--- config.mk ---
export PLATFORM = sky130hd
export DESIGN_NAME = tpms_sine
export DESIGN_NICKNAME = d
export VERILOG_FILES = /design/src/rtl/core/tpms_pkg.sv /design/src/rtl/core/tpms_sine.sv
export SDC_FILE = /design/constraint.sdc
export NUM_CORES = 2
export LEC_CHECK = 0
export BUFFER_PORTS_ARGS = -buffer_cell sky130_fd_sc_hd__buf_2
export CORE_ASPECT_RATIO = 1.75
export CORE_MARGIN = 2
export CORE_UTILIZATION = 45
export CTS_BUF_LIST = sky130_fd_sc_hd__clkbuf_8
export CTS_CLUSTER_DIAMETER = 100
export DETAILED_ROUTE_END_ITERATION = 7
export PLACE_DENSITY = 0.67
export SETUP_SLACK_MARGIN = 0.2
export SLEW_MARGIN = 10
export SYNTH_ARGS = -nofsm -noshare
export SYNTH_HDL_FRONTEND = slang
export SYNTH_SLANG_ARGS = --single-unit
--- constraint.sdc ---
create_clock -name clock -period 13.6 [get_ports clock]
set_clock_uncertainty 0.05 [all_clocks]
set_input_delay 2.72 -clock clock [delete_from_list [all_inputs] [get_ports clock]]
set_output_delay 2.72 -clock clock [all_outputs]
set_load 0.01 [all_outputs]
--- src/rtl/core/tpms_pkg.sv ---
package tpms_pkg;

   localparam int MUL_W  = 33;
   localparam int PROD_W = 66;
   localparam int ACC_W  = 82;
   localparam int SIN_W  = 20;
   localparam int ANG_W  = 21;
   localparam int SQ_W   = 47;

   localparam logic [3:0] CSR_COEF_A       = 4'd0;
   localparam logic [3:0] CSR_COEF_B       = 4'd1;
   localparam logic [3:0] CSR_COEF_C       = 4'd2;
   localparam logic [3:0] CSR_COEF_D       = 4'd3;
   localparam logic [3:0] CSR_MODE         = 4'd4;
   localparam logic [3:0] CSR_START_TEMP   = 4'd5;
   localparam logic [3:0] CSR_START_BEFORE = 4'd6;
   localparam logic [3:0] CSR_START_CTRL   = 4'd7;
   localparam logic [3:0] CSR_COUNT        = 4'd8;

   localparam logic [19:0]             TWO_PI_U   = 20'd411775;
   localparam logic signed [ANG_W-1:0] TWO_PI_Q   = 21'sd411775;
   localparam logic signed [ANG_W-1:0] PI_Q       = 21'sd205887;
   localparam logic signed [ANG_W-1:0] HALF_PI_Q  = 21'sd102944;
   localparam logic signed [SIN_W-1:0] CORDIC_GAIN_Q = 20'sd39797;

   // reciprocal of two pi; the quotient estimate is low by at most one
   localparam int          RECIP_SH = 44;
   localparam logic [25:0] RECIP_Q  = 26'((64'd1 << RECIP_SH) / 64'd411775);

   localparam logic signed [ACC_W-1:0] ROUND_Q = 82'sd32768;

   typedef enum logic [3:0] {
      ST_IDLE,
      ST_SQ,
      ST_SQR,
      ST_MA,
      ST_MB,
      ST_MBLO,
      ST_MBHI,
      ST_MC,
      ST_WSIN,
      ST_MD,
      ST_FLUSH,
      ST_DONE
   } tpms_state_type;

   typedef enum logic [2:0] {
      SN_IDLE,
      SN_DIV,
      SN_REM,
      SN_FOLD,
      SN_ROT
   } tpms_sine_state_type;

   function automatic logic signed [ANG_W-1:0] atan_q(input logic [3:0] i);
      logic signed [ANG_W-1:0] v;
      unique case (i)
         4'd0:  v = 21'sd51472;
         4'd1:  v = 21'sd30385;
         4'd2:  v = 21'sd16055;
         4'd3:  v = 21'sd8150;
         4'd4:  v = 21'sd4091;
         4'd5:  v = 21'sd2047;
         4'd6:  v = 21'sd1024;
         4'd7:  v = 21'sd512;
         4'd8:  v = 21'sd256;
         4'd9:  v = 21'sd128;
         4'd10: v = 21'sd64;
         4'd11: v = 21'sd32;
         4'd12: v = 21'sd16;
         4'd13: v = 21'sd8;
         4'd14: v = 21'sd4;
         default: v = 21'sd2;
      endcase
      return v;
   endfunction

endpackage

--- src/rtl/core/tpms_sine.sv ---
module tpms_sine (
   input  logic                                clock,
   input  logic                                reset,
   input  logic                                start,
   input  logic [31:0]                         angle,
   output logic                                sine_valid,
   output logic signed [tpms_pkg::SIN_W-1:0]   sine
);

   tpms_pkg::tpms_sine_state_type state_ff, state_in;

   logic [4:0]                          cnt_ff, cnt_in;
   logic [31:0]                         dvd_ff, dvd_in;
   logic [13:0]                         quo_ff, quo_in;
   logic [18:0]                         rem_ff, rem_in;
   logic                                neg_ff, neg_in;
   logic signed [tpms_pkg::SIN_W-1:0]   x_ff, x_in;
   logic signed [tpms_pkg::SIN_W-1:0]   y_ff, y_in;
   logic signed [tpms_pkg::ANG_W-1:0]   z_ff, z_in;
   logic                                valid_ff, valid_in;

   logic [57:0]                         mul_q;
   logic [19:0]                         qc;
   logic [19:0]                         diff;
   logic [19:0]                         rem_c;
   logic [19:0]                         r0;
   logic signed [tpms_pkg::ANG_W-1:0]   r1;
   logic signed [tpms_pkg::ANG_W-1:0]   r2;
   logic signed [tpms_pkg::SIN_W-1:0]   x_sh;
   logic signed [tpms_pkg::SIN_W-1:0]   y_sh;

   always_ff @(posedge clock) begin
      if (reset) begin
         state_ff <= tpms_pkg::SN_IDLE;
         valid_ff <= 1'b0;
      end else begin
         state_ff <= state_in;
         valid_ff <= valid_in;
      end
      cnt_ff <= cnt_in;
      dvd_ff <= dvd_in;
      quo_ff <= quo_in;
      rem_ff <= rem_in;
      neg_ff <= neg_in;
      x_ff   <= x_in;
      y_ff   <= y_in;
      z_ff   <= z_in;
   end

   always_comb begin
      state_in = state_ff;
      cnt_in   = cnt_ff;
      dvd_in   = dvd_ff;
      quo_in   = quo_ff;
      rem_in   = rem_ff;
      neg_in   = neg_ff;
      x_in     = x_ff;
      y_in     = y_ff;
      z_in     = z_ff;
      valid_in = valid_ff;

      // quotient estimate by reciprocal product
      mul_q = {26'd0, dvd_ff} * {32'd0, tpms_pkg::RECIP_Q};

      // remainder stays below twice two pi, so 20 bits are exact
      qc   = {6'd0, quo_ff} * tpms_pkg::TWO_PI_U;
      diff = dvd_ff[19:0] - qc;
      if (diff >= tpms_pkg::TWO_PI_U) begin
         rem_c = diff - tpms_pkg::TWO_PI_U;
      end else begin
         rem_c = diff;
      end

      // reduce into [-pi, pi] then fold into [-pi/2, pi/2]
      if (neg_ff && (rem_ff != 19'd0)) begin
         r0 = tpms_pkg::TWO_PI_U - {1'b0, rem_ff};
      end else begin
         r0 = {1'b0, rem_ff};
      end
      r1 = $signed({1'b0, r0});
      if (r1 > tpms_pkg::PI_Q) begin
         r1 = r1 - tpms_pkg::TWO_PI_Q;
      end
      if (r1 > tpms_pkg::HALF_PI_Q) begin
         r2 = tpms_pkg::PI_Q - r1;
      end else if (r1 < -tpms_pkg::HALF_PI_Q) begin
         r2 = -tpms_pkg::PI_Q - r1;
      end else begin
         r2 = r1;
      end

      x_sh = x_ff >>> cnt_ff[3:0];
      y_sh = y_ff >>> cnt_ff[3:0];

      unique case (state_ff)
         tpms_pkg::SN_IDLE: begin
         end
         tpms_pkg::SN_DIV: begin
            quo_in   = mul_q[tpms_pkg::RECIP_SH+13:tpms_pkg::RECIP_SH];
            state_in = tpms_pkg::SN_REM;
         end
         tpms_pkg::SN_REM: begin
            rem_in   = rem_c[18:0];
            state_in = tpms_pkg::SN_FOLD;
         end
         tpms_pkg::SN_FOLD: begin
            z_in     = r2;
            x_in     = tpms_pkg::CORDIC_GAIN_Q;
            y_in     = '0;
            cnt_in   = 5'd0;
            state_in = tpms_pkg::SN_ROT;
         end
         tpms_pkg::SN_ROT: begin
            if (z_ff >= 0) begin
               x_in = x_ff - y_sh;
               y_in = y_ff + x_sh;
               z_in = z_ff - tpms_pkg::atan_q(cnt_ff[3:0]);
            end else begin
               x_in = x_ff + y_sh;
               y_in = y_ff - x_sh;
               z_in = z_ff + tpms_pkg::atan_q(cnt_ff[3:0]);
            end
            cnt_in = cnt_ff + 5'd1;
            if (cnt_ff[3:0] == 4'd15) begin
               state_in = tpms_pkg::SN_IDLE;
               valid_in = 1'b1;
            end
         end
         default: begin
            state_in = tpms_pkg::SN_IDLE;
         end
      endcase

      if (start) begin
         state_in = tpms_pkg::SN_DIV;
         valid_in = 1'b0;
         cnt_in   = 5'd0;
         rem_in   = '0;
         neg_in   = angle[31];
         dvd_in   = angle[31] ? (~angle + 32'd1) : angle;
      end
   end

   assign sine_valid = valid_ff;
   assign sine       = y_ff;

   a_valid_idle: assert property (@(posedge clock) disable iff (reset)
      valid_ff |-> state_ff == tpms_pkg::SN_IDLE)
      else $error("sine valid while unit busy");
   a_fold_after_div: assert property (@(posedge clock) disable iff (reset)
      (state_ff == tpms_pkg::SN_FOLD) |-> ($past(state_ff) == tpms_pkg::SN_REM))
      else $error("fold entered without remainder pass");
   a_rem_range: assert property (@(posedge clock) disable iff (reset)
      (state_ff == tpms_pkg::SN_FOLD) |-> ({1'b0, rem_ff} < tpms_pkg::TWO_PI_U))
      else $error("remainder out of range");

endmodule

==> reports/qor_table.md <==
| Item | Value |
|---|---|
| Critical path start-end classification | reg -> reg |
| Number of pins exceeding their max-slew limit in the final report | 0 |
| Critical path fanouts, max | 4 |
| Fraction of the cycle the final worst path needs | 59.46% |
| Setup slack of the critical path after layout | 5514 ps |
| Total iterations of the first detailed-routing run | 7 |
| Post-Synthesis Cells | 3235 |
| Global-route total usage across every layer | 24.86% |
| Outcome | completed |
| Layout Nets | 4072 |
| Synthesized Nets | 4071 |
| Die width | 200.7 µm |
| Count of yosys warnings during synthesis | 0 |
| Number of library cell types mapped by synthesis | 109 |
| Max Root-Sink Buffers | 2 |
| Mapped Avg Cell Area | 9.420 µm² |
| Via-to-Cell Ratio | 5.552 |
| Effective utilization at floorplan | 45.38% |
| Kind of start point of the critical path | flop |
| Layout-stage area growth over the synthesis result | 5.251% |
| Die area | 69900 µm² |
| Endpoint required time on the critical path | 13880 ps |
| Overflow left after global routing | 0 |
| TritonCTS clock tree | built |
| Detailed Route WL | 84330 µm |
| Core area | 67160 µm² |
| Post-cts sizing count | 0 |
| Average wire length per cell after detail routing | 20.34 µm |
| Final count of hold timing violations | 0 |
| Final instance count without filler cells | 4147 |
| Fraction of synthesis flops using an asynchronous set or reset pin | 0% |
| Total number of vias | 23030 |
| Std cell rows | 126 |
| Hold buffer count at CTS | 0 |
| Via count of the first global-routing pass | 24450 |
| Clock insertion delay at the later pin of the skew report | 570 ps |
| Post-CTS repair timing setup buffer count | 0 |
| Clock Root Buffer | sky130_fd_sc_hd__clkbuf_8 |
| Maxcap violations | 0 |
| Die extent in y | 348.3 µm |
| Number of enable-type register cells in the synthesized netlist | 108 |
| Endpoints failing setup | 0 |
| Dpl hpwl | 72470 µm |
| RSZ-0062 raised after global routing | no |
| RD Place Congestion | 1.005 |
| Pre-CTS setup slack | 5533 ps |
| Area taken by flip-flops and latches | 4106 µm² |
| Min-Delay Path Class | reg -> reg |
| Setup total negative slack | 0 ps |
| Antenna violations before repair | 1 |
| Maximum operating frequency | 123.7 MHz |
| Reg clk slew, reported paths | 100 ps |
| Initial drt markers | 1259 |
| Transition time of the tightest slew-check pin | 1135 ps |
| Placed cell count | 4113 |
| Number of top-level design ports | 56 |
| Cell types occupying the most area after synthesis | sky130_fd_sc_hd__fa_1 (27%), sky130_fd_sc_hd__ha_1 (16%), sky130_fd_sc_hd__edfxtp_1 (11%) |
| Area of the multi-input gates | 23610 µm² |
| Data arrival, critical path | 8370 ps |
| Num Clock Sinks | 151 |
| Ratio of cells with drive above 1 in the final layout | 6.494% |
| Fill cell instance count of the final layout | 6472 |
| Commonest cells in the netlist | sky130_fd_sc_hd__inv_1 (619), sky130_fd_sc_hd__fa_1 (409), sky130_fd_sc_hd__ha_1 (392), sky130_fd_sc_hd__nand2_1 (176), sky130_fd_sc_hd__nor2_1 (170) |
| Sequential cell area fraction in the yosys report | 13.47% |
| Number of port buffers | 55 |
| Element type at the critical path end | flop |
| H-tree depth | 4 |
| Antenna-violating nets left | 0 |
| Cell taking the most area after synthesis | sky130_fd_sc_hd__fa_1 |
| Relative slew margins | 24.08% |
| Most instantiated library cell after synthesis | sky130_fd_sc_hd__inv_1 |
| Maximum number of pins on one net before global-route repair | 62 |
| Final routed DRC violation total | 0 |
| TritonCTS buffer count | 17 |
| Post-layout min period | 8086 ps |
| Main flop type after synthesis | sky130_fd_sc_hd__edfxtp_1 |
| Post-synth top area share | 26.87% |
| Number of storage elements in the synthesis netlist | 151 |
| Global-route wire length before repair | 133300 µm |
| Cell Area, Synth | 30470 µm² |
-- routing by layer --
layer | part of all wire, % | GRT usage [%] | vias to the layer above | wire (µm)
met5 | 0 | 0 | - | 0
met4 | 9.8 | 21.47 | 0 | 8277
met3 | 3.1 | 2.502 | 294 | 2624
met2 | 54 | 47.05 | 634 | 45490
met1 | 33 | 23.92 | 11250 | 27930
li1 | - | - | 10850 | -
-- cell usage in the layout (no fill, tap or decap), types with 27 or more instances in the layout --
| cell | Yosys | routed |
|---|---|---|
| sky130_fd_sc_hd__inv_1 | 619 | 618 |
| sky130_fd_sc_hd__fa_1 | 409 | 409 |
| sky130_fd_sc_hd__ha_1 | 392 | 392 |
| sky130_fd_sc_hd__nand2_1 | 176 | 176 |
| sky130_fd_sc_hd__nor2_1 | 170 | 169 |
| sky130_fd_sc_hd__xnor2_1 | 154 | 154 |
| sky130_fd_sc_hd__o21ai_0 | 139 | 138 |
| sky130_fd_sc_hd__a21oi_1 | 115 | 115 |
| sky130_fd_sc_hd__edfxtp_1 | 108 | 108 |
| sky130_fd_sc_hd__xor2_1 | 84 | 84 |
| sky130_fd_sc_hd__nor3_1 | 55 | 55 |
| sky130_fd_sc_hd__buf_2 | 9 | 55 |
| sky130_fd_sc_hd__nand3_1 | 52 | 52 |
| sky130_fd_sc_hd__dfxtp_1 | 43 | 41 |
| sky130_fd_sc_hd__a211oi_1 | 38 | 38 |
| sky130_fd_sc_hd__or3_1 | 34 | 34 |
| sky130_fd_sc_hd__mux2i_1 | 34 | 34 |
| sky130_fd_sc_hd__nand2b_1 | 33 | 33 |
| sky130_fd_sc_hd__a21o_1 | 30 | 30 |
| sky130_fd_sc_hd__mux4_2 | 30 | 30 |
| sky130_fd_sc_hd__nor2b_1 | 29 | 29 |
| sky130_fd_sc_hd__o211ai_1 | 27 | 27 |
-- cells by family after synthesis --
logic type               after synthesis  share of synthesized area [%]
adder cells (fa/ha/maj)              802                          43.00
multiplexers                          74                          3.716
AO/OA/AOI/OAI                        567                          12.55
buffers and inverters                717                          9.111
XOR/XNOR                             239                          6.931
flip-flops                           151                          13.47
AND/OR/NAND/NOR                      685                          11.23
-- worst paths after layout --
check              startpoint           to  slack, ps  depth (start not counted)
setup / recovery   dvd_ff[10]   quo_ff[12]       5510                         25
hold / removal    state_ff[2]  state_ff[1]        470                          1
setup reg to reg   dvd_ff[10]   quo_ff[12]       5510                         25
hold reg to reg   state_ff[2]  state_ff[1]        470                          1
-- layout make-up --
class	instances	area share (%)
Antenna cell	2	0.01560
Clock buffer	18	0.7724
Clock inverter	14	0.6515
Inverter	621	7.267
Multi-Input combinational cell	2367	73.60
Sequential cell	151	12.80
Tap cell	896	3.495
Timing Repair Buffer	78	1.397
-- critical path: stages, from the launching register on --
cell and delay, ps:
sky130_fd_sc_hd__edfxtp_1 470, sky130_fd_sc_hd__inv_1 250, sky130_fd_sc_hd__fa_1 560, sky130_fd_sc_hd__fa_1 610
sky130_fd_sc_hd__inv_1 80, sky130_fd_sc_hd__fa_1 520, sky130_fd_sc_hd__fa_1 440, sky130_fd_sc_hd__fa_1 530
sky130_fd_sc_hd__fa_1 550, sky130_fd_sc_hd__inv_1 50, sky130_fd_sc_hd__fa_1 520, sky130_fd_sc_hd__inv_1 40
sky130_fd_sc_hd__ha_1 300, sky130_fd_sc_hd__a21oi_1 150, sky130_fd_sc_hd__nor2b_1 50, sky130_fd_sc_hd__o21ai_0 230
sky130_fd_sc_hd__o21ai_0 130, sky130_fd_sc_hd__a211oi_1 490, sky130_fd_sc_hd__a21oi_1 260, sky130_fd_sc_hd__o31a_1 380
sky130_fd_sc_hd__o21a_1 210, sky130_fd_sc_hd__nand4_1 150, sky130_fd_sc_hd__a311oi_1 140, sky130_fd_sc_hd__or3_1 400
sky130_fd_sc_hd__a21oi_1 190, sky130_fd_sc_hd__xnor2_1 80
-- per-stage QoR --
| stage | cell area, µm² | utilization [%] | hold WS (ps) |
|---|---|---|---|
| floorplan | 30470 | - | 394.5 |
| global placement | 31610 | 47.07 | 437.4 |
| detailed placement | 31610 | 47.07 | 444.3 |
| CTS | 32070 | 47.75 | 458.9 |
| global route | 32070 | 47.75 | 493.1 |
| finish | 32070 | 47.76 | 466.5 |
Power is left out: the tool's default activity adds up to more than one toggle a clock period on the data nets, which glitch-free logic cannot reach.
